$ cat config.mk
export PLATFORM = sky130hd
export DESIGN_NAME = int64_to_ascii_hex_or_decimal_unit
export DESIGN_NICKNAME = d
export VERILOG_FILES = /design/src/rtl/core/i2a_pkg.sv /design/src/rtl/core/int64_to_ascii_hex_or_decimal_unit.sv /design/src/rtl/core/i2a_bcd_cell.sv
export VERILOG_INCLUDE_DIRS = /design/src /design/src/rtl/core
export SDC_FILE = /design/constraint.sdc
export NUM_CORES = 1
export LEC_CHECK = 0
export ABC_AREA = 1
export BUFFER_PORTS_ARGS = -buffer_cell sky130_fd_sc_hd__buf_4
export CORE_MARGIN = 4
export CORE_UTILIZATION = 50
export CTS_CLUSTER_SIZE = 25
export DETAILED_ROUTE_END_ITERATION = 8
export GPL_TIMING_DRIVEN = 1
export HOLD_SLACK_MARGIN = 0.1
export PLACE_DENSITY_LB_ADDON = 0.08
export SYNTH_ARGS = -nofsm -noshare
export SYNTH_HDL_FRONTEND = slang
export SYNTH_SLANG_ARGS = --single-unit
$ cat constraint.sdc
create_clock -name clk -period 4.5 [get_ports clk]
set_clock_uncertainty 0.15 [all_clocks]
set_input_delay 0.9 -clock clk [delete_from_list [all_inputs] [get_ports clk]]
set_output_delay 0.9 -clock clk [all_outputs]
set_load 0.01 [all_outputs]
$ cat src/rtl/core/int64_to_ascii_hex_or_decimal_unit_macros.svh
// assertion macros for the binary to ascii text converter
`ifndef INT64_TO_ASCII_HEX_OR_DECIMAL_UNIT_MACROS_SVH
`define INT64_TO_ASCII_HEX_OR_DECIMAL_UNIT_MACROS_SVH

`ifndef SYNTHESIS
`define I2A_ASSERT(lbl, prop, msg) \
    lbl: assert property (@(posedge clk) disable iff (!rst_n) prop) else $error(msg);
`define I2A_ASSERT_RST(lbl, prop, msg) \
    lbl: assert property (@(posedge clk) prop) else $error(msg);
`else
`define I2A_ASSERT(lbl, prop, msg)
`define I2A_ASSERT_RST(lbl, prop, msg)
`endif

`endif

$ cat src/rtl/core/i2a_pkg.sv
// package with types, constants and helpers of the binary to ascii text converter
package i2a_pkg;

    localparam int VALUE_WIDTH = 64;
    localparam int DEC_DIGITS  = (VALUE_WIDTH * 30103) / 100000 + 1;
    localparam int HEX_DIGITS  = (VALUE_WIDTH + 3) / 4;
    localparam int HEX_PAD_W   = HEX_DIGITS * 4;
    localparam int CNT_W       = $clog2(VALUE_WIDTH + 1);
    localparam int REM_W       = $clog2(DEC_DIGITS + 1);

    localparam logic [7:0] CH_ZERO  = 8'h30;
    localparam logic [7:0] CH_A     = 8'h41;
    localparam logic [7:0] CH_MINUS = 8'h2D;
    localparam logic [3:0] DEC_BASE = 4'd10;

    localparam logic REQ_DEC = 1'b0;
    localparam logic REQ_HEX = 1'b1;

    typedef struct packed {
        logic        req_type;
        logic [63:0] value;
    } in_item_t;

    typedef struct packed {
        logic [7:0] char_code;
        logic       last;
    } out_item_t;

    typedef struct packed {
        logic load;
        logic conv;
        logic shift;
    } cell_ctrl_t;

    typedef enum logic [1:0] {
        ST_IDLE,
        ST_CONV,
        ST_SIGN,
        ST_EMIT
    } state_t;

    function automatic logic [7:0] digit_to_ascii(input logic [3:0] d);
        logic [7:0] code;
        if (d < DEC_BASE)
        begin
            code = CH_ZERO + {4'd0, d};
        end
        else
        begin
            code = CH_A + {4'd0, d} - {4'd0, DEC_BASE};
        end
        return code;
    endfunction

endpackage

$ cat src/rtl/core/int64_to_ascii_hex_or_decimal_unit.sv
// top level: converts one value to decimal or hex ascii text, one character per transaction
// decimal: load, then a shift-add-3 conversion step per value bit through the digit cells, a '-' sign
//   if negative, then a scan of the 20 digit positions with leading zeros skipped
// hex: nibbles load straight into the cells, then the same scan of the 20 positions
// a new value is taken only in idle, once the last character of the previous one is pushed out
// reset clears the control state and output valid; the digit cells are not reset
`include "int64_to_ascii_hex_or_decimal_unit_macros.svh"

module int64_to_ascii_hex_or_decimal_unit (
    input  logic               clk,
    input  logic               rst_n,
    input  logic               item_valid,
    output logic               item_ready,
    input  i2a_pkg::in_item_t  item,
    output logic               text_valid,
    input  logic               text_ready,
    output i2a_pkg::out_item_t text
);

    localparam int W = i2a_pkg::VALUE_WIDTH;
    localparam int N = i2a_pkg::DEC_DIGITS;

    i2a_pkg::state_t            state_reg, state_next;
    logic [W-1:0]               shreg_reg, shreg_next;
    logic [i2a_pkg::CNT_W-1:0]  cnt_reg, cnt_next;
    logic [i2a_pkg::REM_W-1:0]  rem_reg, rem_next;
    logic                       neg_reg, neg_next;
    logic                       skip_reg, skip_next;
    logic                       out_valid_reg, out_valid_next;
    i2a_pkg::out_item_t         text_reg, text_next;

    i2a_pkg::cell_ctrl_t        ctrl;
    logic [W-1:0]               v;
    logic [W-1:0]               v_neg;
    logic                       is_neg;
    logic [i2a_pkg::HEX_PAD_W-1:0] hex_pad;
    logic [3:0]                 digit_w [N];
    logic                       bit_w [N];
    logic [3:0]                 top_digit;
    logic                       can_push;
    logic                       push;
    logic                       accept;

    assign v       = item.value[W-1:0];
    assign v_neg   = ~v + {{(W-1){1'b0}}, 1'b1};
    assign is_neg  = (item.req_type == i2a_pkg::REQ_DEC) && v[W-1];
    assign hex_pad = i2a_pkg::HEX_PAD_W'(v);
    assign top_digit = digit_w[N-1];

    assign item_ready = (state_reg == i2a_pkg::ST_IDLE);
    assign accept     = item_valid && item_ready;
    assign can_push   = !out_valid_reg || text_ready;

    genvar i;
    generate
        for (i = 0; i < N; i++)
        begin : g_cell
            logic [3:0] load_d;
            logic       b_in;
            logic [3:0] d_in;
            if (i < i2a_pkg::HEX_DIGITS)
            begin : g_hex
                assign load_d = (item.req_type == i2a_pkg::REQ_HEX) ? hex_pad[4*i +: 4] : 4'd0;
            end
            else
            begin : g_pad
                assign load_d = 4'd0;
            end
            if (i == 0)
            begin : g_first
                assign b_in = shreg_reg[W-1];
                assign d_in = 4'd0;
            end
            else
            begin : g_rest
                assign b_in = bit_w[i-1];
                assign d_in = digit_w[i-1];
            end
            i2a_bcd_cell u_cell (
                .clk        (clk),
                .ctrl       (ctrl),
                .load_digit (load_d),
                .bit_in     (b_in),
                .digit_in   (d_in),
                .digit      (digit_w[i]),
                .bit_out    (bit_w[i])
            );
        end
    endgenerate

    always_comb
    begin
        state_next     = state_reg;
        shreg_next     = shreg_reg;
        cnt_next       = cnt_reg;
        rem_next       = rem_reg;
        neg_next       = neg_reg;
        skip_next      = skip_reg;
        text_next      = text_reg;
        ctrl           = '0;
        push           = 1'b0;
        case (state_reg)
            i2a_pkg::ST_IDLE:
            begin
                if (item_valid)
                begin
                    ctrl.load  = 1'b1;
                    shreg_next = is_neg ? v_neg : v;
                    cnt_next   = i2a_pkg::CNT_W'(W);
                    rem_next   = i2a_pkg::REM_W'(N);
                    neg_next   = is_neg;
                    skip_next  = 1'b1;
                    state_next = (item.req_type == i2a_pkg::REQ_HEX) ?
                                 i2a_pkg::ST_EMIT : i2a_pkg::ST_CONV;
                end
            end
            i2a_pkg::ST_CONV:
            begin
                ctrl.conv  = 1'b1;
                shreg_next = {shreg_reg[W-2:0], 1'b0};
                cnt_next   = cnt_reg - 1'b1;
                if (cnt_reg == i2a_pkg::CNT_W'(1))
                begin
                    state_next = neg_reg ? i2a_pkg::ST_SIGN : i2a_pkg::ST_EMIT;
                end
            end
            i2a_pkg::ST_SIGN:
            begin
                if (can_push)
                begin
                    push                = 1'b1;
                    text_next.char_code = i2a_pkg::CH_MINUS;
                    text_next.last      = 1'b0;
                    state_next          = i2a_pkg::ST_EMIT;
                end
            end
            i2a_pkg::ST_EMIT:
            begin
                if (skip_reg && (top_digit == 4'd0) && (rem_reg != i2a_pkg::REM_W'(1)))
                begin
                    ctrl.shift = 1'b1;
                    rem_next   = rem_reg - 1'b1;
                end
                else if (can_push)
                begin
                    push                = 1'b1;
                    ctrl.shift          = 1'b1;
                    text_next.char_code = i2a_pkg::digit_to_ascii(top_digit);
                    text_next.last      = (rem_reg == i2a_pkg::REM_W'(1));
                    rem_next            = rem_reg - 1'b1;
                    skip_next           = 1'b0;
                    if (rem_reg == i2a_pkg::REM_W'(1))
                    begin
                        state_next = i2a_pkg::ST_IDLE;
                    end
                end
            end
            default:
            begin
                state_next = i2a_pkg::ST_IDLE;
            end
        endcase
        out_valid_next = push ? 1'b1 : (text_ready ? 1'b0 : out_valid_reg);
    end

    always_ff @(posedge clk or negedge rst_n)
    begin
        if (!rst_n)
        begin
            state_reg     <= i2a_pkg::ST_IDLE;
            out_valid_reg <= 1'b0;
            cnt_reg       <= '0;
            rem_reg       <= '0;
            neg_reg       <= 1'b0;
            skip_reg      <= 1'b0;
        end
        else
        begin
            state_reg     <= state_next;
            out_valid_reg <= out_valid_next;
            cnt_reg       <= cnt_next;
            rem_reg       <= rem_next;
            neg_reg       <= neg_next;
            skip_reg      <= skip_next;
        end
    end

    always_ff @(posedge clk)
    begin
        shreg_reg <= shreg_next;
        text_reg  <= text_next;
    end

    assign text_valid = out_valid_reg;
    assign text       = text_reg;

    `I2A_ASSERT(a_conv_cnt, (state_reg == i2a_pkg::ST_CONV) |-> (cnt_reg != '0), "conversion count ran out")
    `I2A_ASSERT(a_conv_room, (state_reg == i2a_pkg::ST_CONV) |-> !bit_w[N-1], "digit chain overflow")
    `I2A_ASSERT(a_emit_rem, (state_reg == i2a_pkg::ST_EMIT) |-> (rem_reg != '0), "scan past last digit")
    `I2A_ASSERT(a_last_idle, (push && text_next.last) |=> (state_reg == i2a_pkg::ST_IDLE), "not idle after last")
    `I2A_ASSERT(a_hex_start, (accept && item.req_type == i2a_pkg::REQ_HEX) |=> (state_reg == i2a_pkg::ST_EMIT && !neg_reg), "hex start wrong")
    `I2A_ASSERT_RST(a_rst_idle, !rst_n |-> !text_valid, "output valid during reset")

endmodule

$ cat src/rtl/core/i2a_bcd_cell.sv
// one digit cell: shift-add-3 step, parallel load and digit shift toward the top
module i2a_bcd_cell (
    input  logic              clk,
    input  i2a_pkg::cell_ctrl_t ctrl,
    input  logic [3:0]        load_digit,
    input  logic              bit_in,
    input  logic [3:0]        digit_in,
    output logic [3:0]        digit,
    output logic              bit_out
);

    logic [3:0] digit_reg;
    logic [3:0] digit_next;
    logic [3:0] adj;

    always_comb
    begin
        adj = (digit_reg >= 4'd5) ? digit_reg + 4'd3 : digit_reg;
        bit_out = adj[3];
        digit_next = digit_reg;
        if (ctrl.load)
        begin
            digit_next = load_digit;
        end
        else if (ctrl.conv)
        begin
            digit_next = {adj[2:0], bit_in};
        end
        else if (ctrl.shift)
        begin
            digit_next = digit_in;
        end
    end

    always_ff @(posedge clk)
    begin
        digit_reg <= digit_next;
    end

    assign digit = digit_reg;

endmodule

==> results of run 1 <==
==> cells in the final DEF (no fill, tap or decap), types with 8 or more instances in the layout <==
cell,count
a21oi_1,72
a31oi_1,8
buf_4,88
clkbuf_16,19
dfrtp_1,17
dfxtp_1,16
edfxtp_1,136
ha_1,48
inv_1,190
inv_2,8
nand2_1,368
nand2_2,11
nand3_1,140
nand4_1,9
nor2_1,170
nor2_2,8
nor2_4,9
o21ai_0,240
o21ai_1,16
o22ai_1,17
or2_2,8
xor2_1,37
==> power groups by stage <==
stage                     logic [W]  registers [W]  clock network (W)
after CTS                   0.00442        0.00339            0.00145
after global placement      0.00430        0.00340                  0
final                       0.00442        0.00339            0.00143
after detailed placement    0.00440        0.00341                  0
after global routing        0.00504        0.00348            0.00151
after floorplan             0.00332        0.00331                  0
==> layer usage <==
metal / vias to the layer above / GRT usage, %
met3: 33 / 3.78
met1: 5162 / 37.0
met2: 420 / 39.2
li1: 5491 / -
met4: 0 / 5.07
met5: - / 0
==> cell type report <==
class	instances	area (µm²)	area share [%]
sequential	169	4830	36.3
clock inverter	6	35.0	0.264
clock buffer	26	522	3.93
tap	319	399	3.00
timing repair buffer	88	661	4.97
multi-input combinational	1194	6090	45.8
inverter	200	754	5.68
==> stage by stage <==
stage	hold slack, ns	total power, W	cells	area [µm²]
2_1_floorplan	0.304	0.00663	1616	11900
3_3_place_gp	0.321	0.00770	1970	12700
3_5_place_dp	0.328	0.00781	1970	12700
4_1_cts	0.177	0.00925	2002	13300
5_1_grt	0.183	0.0100	2002	13300
6_report	0.178	0.00924	2002	13300
==> cell families after synthesis <==
| group | share of synthesized area (%) |
|---|---|
| AND/OR/NAND/NOR | 26.6 |
| flip-flops | 40.6 |
| AO/OA/AOI/OAI | 16.4 |
| buffers and inverters | 8.47 |
| XOR/XNOR | 2.72 |
| other | 0.0315 |
| adder cells (fa/ha/maj) | 5.15 |
==> worst max-delay path by stage <==
stage	startpoint	end	slack, ns
4_1_cts	state_reg[0]	g_cell[15].u_cell.digit[2]	1.84
6_report	state_reg[0]	g_cell[15].u_cell.digit[2]	1.84
2_1_floorplan	state_reg[0]	cnt_reg[5]	0.99
5_1_grt	state_reg[0]	g_cell[15].u_cell.digit[2]	1.64
3_3_place_gp	item[63]	shreg_reg[40]	1.61
3_5_place_dp	item[63]	shreg_reg[40]	1.63
==> metrics.md, run 1 <==
| Metric | Value |
|---|---|
| Main synth FF type | edfxtp_1 |
| Cell Pwr Density | about 700 nW/µm² |
| Clock power share | 15.5% |
| Largest net degree at the start of global routing | 77 |
| CTS H-tree depth | 4 |
| Final-layout fill cell count | 2238 |
| Pre-CTS worst setup slack | 1.63 ns |
| Net Count, Synth | approximately 1700 |
| Buffers and inverters on the worst path | 3 |
| Critical-path maximum fanout | 36 |
| Die H | ~160 µm |
| Switching share of power | 43.7% |
| Share of flip-flops with an asynchronous set or reset | 10.1% |
| Stages on the worst setup path | 7 |
| Number of buffers created by CTS | 17 |
| Rel. slew slack | 32.9% |
| Die Area | roughly 26000 µm² |
| Reg power frac | 36.7% |
| Cell variety after synth | 39 |
| Slew Viols, Final | 0 |
| Routed wire per std cell | between 15 and 20 µm |
| Area contributors post-synth | edfxtp_1 (34%), nand2_1 (12%), o21ai_0 (10%), inv_1 (6.0%), nand3_1 (5.9%) |
| Horiz. Die Dim | 162 µm |
| Routed length on met3 | 2420 µm |
| Worst path max stage delay | 0.45 ns |
| Crit path cell chain | inv_1 -> ha_1 -> nand2_2 -> nor2_1 -> inv_2 -> buf_4 -> o21ai_0 |
| Final #Nets | between 1500 and 2000 |
| RSZ-0062 raised after global routing | no |
| Most common cell in the netlist | nand2_1 |
| Setup slack, reg-to-reg | 1.84 ns |
| Setup crit end kind | register |
| DRT antenna net count | 0 |
| Met2 wire length | 14900 µm |
| Synth cell count leaders | nand2_1 (368), o21ai_0 (240), inv_1 (190) |
| Tmin final | 2.66 ns |
| Path depth of the worst reg2reg path | 7 |
| Initial antenna violation count | 0 |
| Crit Path Class | register to register |
| Syn Area/Cell | between 7 and 8 µm² |
| Row count | 56 |
| Remaining DRCs | 0 |
| EDFF count, synth | 136 |
| Synthesized instance count | 1616 |
| PortBufs | 78 |
| Post-Route WL | 33200 µm |
| Synth Register Bits | 169 |
| Reg clk slew, reported paths | 0.06 ns |
| Dpl hpwl | approximately 24000 µm |
| Highest Signal Layer | met4 |
| PostCTS Resize Cnt | 0 |
| Final core utilization | 56.6% |
| RR Endpoint | g_cell[15].u_cell.digit[2] |
| Core ar. | 23500 µm² |
| Total GRT Usage | 25.0% |
| Initial Util | 50.7% |
| CTS tree | done |
| Final Setup Violations | 0 |
| CTS sink count | 169 |
| Clk_lat worst skew | 0.43 ns |
| Hold Crit Class | input pin to async pin |
| Hold buffers post-CTS | 0 |
| Status | finished, final reports clean |
| Max reg flops | 80 |
| Area leader, netlist | edfxtp_1 |
| CP delay by family, top | buffers and inverters |
| Setup crit start kind | register |
| Hold Violations, Final | 0 |
| Clk root buf | clkbuf_16 |
| Max_cap viols | 0 |
| Vias in the first global route | 10200 |
| Sw power | between 0.004 and 0.005 W |
| WP data required | approximately 4.5 ns |
| Grt ovf | 0 |
| Area grow syn2layout | 11.7% |
| IO Pins | 80 |
| Crit path DAT | 2.67 ns |
| Peak Freq | 375 MHz |
| Period utilisation layout | between 50% and 60% |
| Routability cong. | roughly 0.96 |
| Share of total power in combinational logic | ~48% |
| Maximum VDD drop | ~0.43 mV |
| Worst flop-to-flop path startpoint | state_reg[0] |
| Mapped Area | 11900 µm² |
| CP max stage cell | dfrtp_1 |
| Initial DRC count | 1059 |
| TritonRoute pass-1 iters | 5 |
| Setup Fix Bufs, Post-CTS | 0 |
| Leak | 5.75 nW |
| WL met1 | 15400 µm |
| Vias per Instance | 5.55 |
| Final WS setup | 1.84 ns |
| DR vias | 11100 |
| TNS Setup | 0 ns |
| Worst-Margin Slew | 1.01 ns |
| Register area share after synthesis | about two fifths |
| Layout cell share with drive strength beyond 1 | 10.6% |
| Yosys warns | 0 |
| First-pass GRT wire length | roughly 53000 µm |
| CTS max path bufs | 2 |
| Synth top area share | 34.3% |
| Design internal power | ~0.0052 W |
| Antenna cell count | 0 |
No activity file was read; power rests on OpenSTA's default activity.
==> run 2: changes to the inputs <==
==> constraint.sdc (replaced) <==
create_clock -name clk -period 2.4 [get_ports clk]
set_clock_uncertainty 0.15 [all_clocks]
set_input_delay 0.48 -clock clk [delete_from_list [all_inputs] [get_ports clk]]
set_output_delay 0.48 -clock clk [all_outputs]
set_load 0.01 [all_outputs]
==> run 2 against run 1 <==
Against the previous run:
- total power rose by 90%
- sequential share of layout area fell by 0.44 points
- clock-buffer cell count fell by 7
- critical path depth fell by 1
- final cell count rose by 0.45%
- sequential cell count did not move
- global-route usage rose by 0.50 points
- setup slack got worse by 1.6 ns
==> metrics.md, run 2 (synthesis results as in run 1) <==
| Metric | Value |
|---|---|
| Status | finished, final reports clean |
| Reg clk slew, reported paths | 0.07 ns |
| Cell Pwr Density | 1300 nW/µm² |
| Slew Viols, Final | 0 |
| Grt ovf | 0 |
| CTS sink count | 169 |
| Setup slack, reg-to-reg | 0.21 ns |
| Worst Hold End | g_cell[3].u_cell.digit[3] |
| Routability cong. | 0.955 |
| Number of buffers created by CTS | 17 |
| Period utilisation layout | 91.2% |
| Layout cell share with drive strength beyond 1 | 11.3% |
| Setup crit end kind | register |
| Worst-Margin Slew | roughly 0.53 ns |
| Remaining DRCs | 0 |
| PortBufs | 78 |
| Hold path startpoint | item[15] |
| Die H | around 160 µm |
| Initial antenna violation count | 0 |
| Max reg flops | 80 |
| Row count | 56 |
| TritonRoute pass-1 iters | 6 |
| TNS Setup | 0 ns |
| Antenna cell count | 0 |
| CTS H-tree depth | 4 |
| Rel. slew slack | 64.5% |
| Tmin final | 2.19 ns |
| Clk root buf | clkbuf_16 |
| RSZ-0062 raised after global routing | no |
| RR Endpoint | g_cell[4].u_cell.digit[0] |
| Peak Freq | 457 MHz |
| Critical-path maximum fanout | 47 |
| Max_cap viols | 0 |
| Setup crit start kind | register |
| Vias per Instance | between 5 and 6 |
| Leak | 5.81 nW |
| Final Setup Violations | 0 |
| Clk_lat worst skew | around 0.43 ns |
| Path depth of the worst reg2reg path | 6 |
| Hold Crit Class | input pin to register |
| Worst flop-to-flop path startpoint | state_reg[0] |
| Initial DRC count | 1071 |
| DR vias | 11000 |
| Hold Violations, Final | 0 |
| Crit path DAT | 2.15 ns |
| Dpl hpwl | about 24000 µm |
| Horiz. Die Dim | around 160 µm |
| Final #Nets | 1797 |
| Routed wire per std cell | 16.6 µm |
| Vias in the first global route | 10400 |
| WP data required | 2.36 ns |
| Area grow syn2layout | 13.0% |
| Initial Util | 50.7% |
| Placed Cells | 1978 |
| WHS | 0.266 ns |
| IO Pins | 80 |
| Post-Route WL | 33300 µm |
| Largest net degree at the start of global routing | 124 |
| Crit Path Class | register to register |
| Final cell count without fillers | 2011 |
| Core ar. | 23500 µm² |
| Maximum VDD drop | 0.734 mV |
| Most frequent cells in the layout | nand2_1 (368), o21ai_0 (239), inv_1 (190) |
| CTS max path bufs | 2 |
| Commonest non-fill, non-tap cell in the layout | nand2_1 |
| Hold Crit Depth | 2 |
| Die Area | around 26000 µm² |
| Total GRT Usage | 25.5% |
| First-pass GRT wire length | around 54000 µm |
| DRT antenna net count | 0 |
| CTS tree | done |
==> run 2: cell count changes in the layout (fill, tap and decap cells not counted), sizes merged <==
cell | previous run | this run
buf | 88 | 96
clkbuf | 26 | 19
dlygate4sd3 | 0 | 1
clkinvlp | 0 | 1
clkinv | 6 | 5
inv | 200 | 207
==> run 2: worst max path at each step <==
| stage | start | slack (ns) | end |
|---|---|---|---|
| after CTS | state_reg[0] | 0.20 | g_cell[4].u_cell.digit[0] |
| final | state_reg[0] | 0.21 | g_cell[4].u_cell.digit[0] |
| after floorplan | state_reg[1] | -0.32 | cnt_reg[5] |
| after global routing | state_reg[1] | 0.07 | shreg_reg[31] |
| after detailed placement | item[0] | 0.09 | shreg_reg[53] |
| after global placement | item[14] | 0.09 | shreg_reg[53] |
==> run 2: power by group <==
part           total [W]  leakage (nW)  internal, W  switching (W)
combinational    0.00852          3.88      0.00291        0.00561
sequential       0.00634          1.66      0.00554       0.000800
clock            0.00269         0.275      0.00139        0.00130
==> run 2: per-stage QoR <==
stage	util [%]	power [W]	cell area, µm²	setup slack, ns
floorplan	-	0.0124	11900	-0.324
global placement	54.9	0.0146	12900	0.0897
detailed placement	54.9	0.0148	12900	0.0852
CTS	57.3	0.0176	13500	0.199
global route	57.3	0.0192	13500	0.0703
finish	57.3	0.0175	13500	0.211
==> run 2: final cells by class <==
type / count / area [µm²]
clock buffers: 19 / 443
clock inverters: 13 / 111
fillers: 2261 / 10000
inverters: 200 / 754
multi-input cells: 1194 / 6100
flip-flops and latches: 169 / 4830
well taps: 319 / 399
repair buffers: 97 / 818
==> run 2: worst max-delay path, cell delays in order, from the launching register on <==
cell,delay [ns]
dfrtp_1,0.44
inv_1,0.13
ha_2,0.30
nand2_2,0.16
buf_4,0.27
nand2_4,0.13
buf_12,0.25
==> run 2: timing repair <==
item | 4_1_cts | 5_1_grt
hold buffers | 1 | 0
hold endpoints to repair | 17 | 0
gates resized for setup | 0 | 0
setup buffers | 0 | 0
==> run 2: metal layers <==
metal,vias up,share of wire (%),track usage [%]
li1,5511,-,-
met1,4997,46,37.8
met2,441,44,38.7
met3,41,8.2,5.20
met4,0,1.5,5.65
met5,-,0,0
==> run 3: changes to the inputs <==
==> constraint.sdc (replaced) <==
create_clock -name clk -period 2.8 [get_ports clk]
set_clock_uncertainty 0.15 [all_clocks]
set_input_delay 0.56 -clock clk [delete_from_list [all_inputs] [get_ports clk]]
set_output_delay 0.56 -clock clk [all_outputs]
set_load 0.01 [all_outputs]
==> run 3 against run 2 <==
Against the previous run:
- die area is the same
- sequential cell count is the same
- hold slack gained 0.040 ns
- non-clock buffer count shrank 3
- sequential share of layout area grew 0.060 points
- largest cell class unchanged
- wire length shrank 2.9%
- via count shrank 0.17%
- total power shrank 15%
- first-iteration DRC count grew 0.84%
==> metrics.md, run 3 (synthesis results as in run 1) <==
| Metric | Value |
|---|---|
| Most frequent cells in the layout | nand2_1 (368), o21ai_0 (240), inv_1 (190) |
| Remaining DRCs | 0 |
| Clk root buf | clkbuf_16 |
| CTS H-tree depth | 4 |
| Initial DRC count | 1080 |
| Area grow syn2layout | 12.8% |
| Tmin final | approximately 2.3 ns |
| Layout cell share with drive strength beyond 1 | 11.1% |
| Hold Violations, Final | 0 |
| Setup crit start kind | register |
| PortBufs | between 70 and 80 |
| Setup Fix Bufs, Post-CTS | 0 |
| Dpl hpwl | about 24000 µm |
| CTS sink count | 169 |
| CP Launch Point | state_reg[0] |
| Max reg flops | 80 |
| Die H | 162 µm |
| Final Setup Violations | 0 |
| Worst flop-to-flop path startpoint | state_reg[0] |
| TritonRoute pass-1 iters | 5 |
| Crit path cell chain | inv_1 -> ha_1 -> nand2_2 -> inv_2 -> nor2_1 -> inv_1 -> a21oi_1 -> o21ai_0 -> o21ai_0 |
| Vias in the first global route | 10000 |
| Routability cong. | 0.913 |
| CTS max path bufs | 2 |
| Horiz. Die Dim | 162 µm |
| Slew Viols, Final | 0 |
| Total GRT Usage | 24.5% |
| Final-layout fill cell count | approximately 2200 |
| DR vias | 11000 |
| Worst path max stage delay | 0.45 ns |
| CP max stage cell | dfrtp_1 |
| Final #Nets | around 1800 |
| Maximum VDD drop | 0.777 mV |
| Row count | between 50 and 60 |
| Setup crit end kind | register |
| Die Area | 26300 µm² |
| Register area | 4830 µm² |
| Routed wire per std cell | 16.1 µm |
| Max_cap viols | 0 |
| Post-Route WL | approximately 32000 µm |
| Worst-Margin Slew | 0.659 ns |
| DRT antenna net count | 0 |
| Overall power | 0.0150 W |
| Hold path startpoint | item[0] |
| Number of buffers created by CTS | 17 |
| Peak Freq | 440 MHz |
| IO Pins | 80 |
| TNS Setup | 0 ns |
| Cell Pwr Density | 1120 nW/µm² |
| Initial Util | 50.7% |
| Crit path DAT | approximately 2.3 ns |
| Status | finished, final reports clean |
| Clk_lat worst skew | 0.44 ns |
| WP data required | 2.83 ns |
| Grt ovf | 0 |
| Area of the multi-input gates | 6090 µm² |
| Buffers and inverters on the worst path | 3 |
| Antenna cell count | 0 |
| Commonest non-fill, non-tap cell in the layout | nand2_1 |
| Hold Crit Class | input pin to register |
| RSZ-0062 raised after global routing | no |
| Initial antenna violation count | 0 |
| Crit Path Class | register to register |
| Rel. slew slack | 56.1% |
| Period utilisation layout | 81.1% |
| CP delay by family, top | buffers and inverters |
| Leak | slightly below 6 nW |
| First-pass GRT wire length | approximately 52000 µm |
| Core ar. | about 23000 µm² |
| Largest net degree at the start of global routing | 155 |
| Reg clk slew, reported paths | roughly 0.08 ns |
| CTS tree | done |
| Final core utilization | 57.2% |
| Vias per Instance | 5.46 |
| Critical-path maximum fanout | 18 |
-- run 3: changes by cell type in the layout (fill, tap and decap cells not counted), sizes merged --
cell      change
buf           -3
clkinv        +1
clkinvlp      -1
-- run 3: per-stage QoR --
step / hold slack, ns / instance area [µm²] / worst slack, ns / std cells
3_5_place_dp: 0.293 / 12900 / 0.325 / 1975
4_1_cts: 0.300 / 13400 / 0.524 / 2008
5_1_grt: 0.340 / 13400 / 0.307 / 2008
3_3_place_gp: 0.293 / 12900 / 0.355 / 1975
6_report: 0.306 / 13400 / 0.528 / 2008
2_1_floorplan: 0.114 / 11900 / 0.0000513 / 1616
-- run 3: what timing repair did --
action | 4_1_cts | 5_1_grt
resized for setup | 0 | 0
hold endpoints to repair | 17 | 0
hold buffers | 1 | 0
-- run 3: worst reg2reg max path: cells and delay by family (launching register included) --
kind | cells | cell delay [ns]
compound gates | 3 | 0.23
fa+ha+maj | 1 | 0.19
buf+inv | 3 | 0.66
flops | 1 | 0.45
simple gates | 2 | 0.34
-- run 3: final timing paths --
kind	cells past startpoint	to	slack [ns]
setup / recovery	9	g_cell[0].u_cell.digit[2]	0.53
hold / removal	3	shreg_reg[0]	0.31
setup reg to reg	9	g_cell[0].u_cell.digit[2]	0.53
hold reg to reg	2	neg_reg	0.34
max in group asynchronous	2	neg_reg	1.92
min in group asynchronous	2	rem_reg[4]	0.38
-- run 3: area by class of cell --
type | instances | area share, %
Clock inverter | 13 | 0.801
Sequential cell | 169 | 36.0
Tap cell | 319 | 2.97
Clock buffer | 19 | 3.38
Inverter | 200 | 5.62
Timing Repair Buffer | 94 | 5.93
Multi-Input combinational cell | 1194 | 45.3
-- run 3: power breakdown --
| group | internal [W] | total [W] | switching, W |
|---|---|---|---|
| clock network | 0.00121 | 0.00231 | 0.00109 |
| registers | 0.00474 | 0.00540 | 0.000662 |
| logic | 0.00247 | 0.00727 | 0.00480 |
| total | 0.00843 | 0.0150 | 0.00655 |
-- run 3: routing by layer --
metal  wire length (µm)  part of all wire, %  vias up  global-route usage (%)
li1                   -                    -     5503                       -
met3               2460                  7.6       44                    3.55
met2              13900                   43      394                    36.9
met4                535                  1.7        0                    6.73
met5                  0                    0        -                       0
met1              15400                   48     5030                    37.1
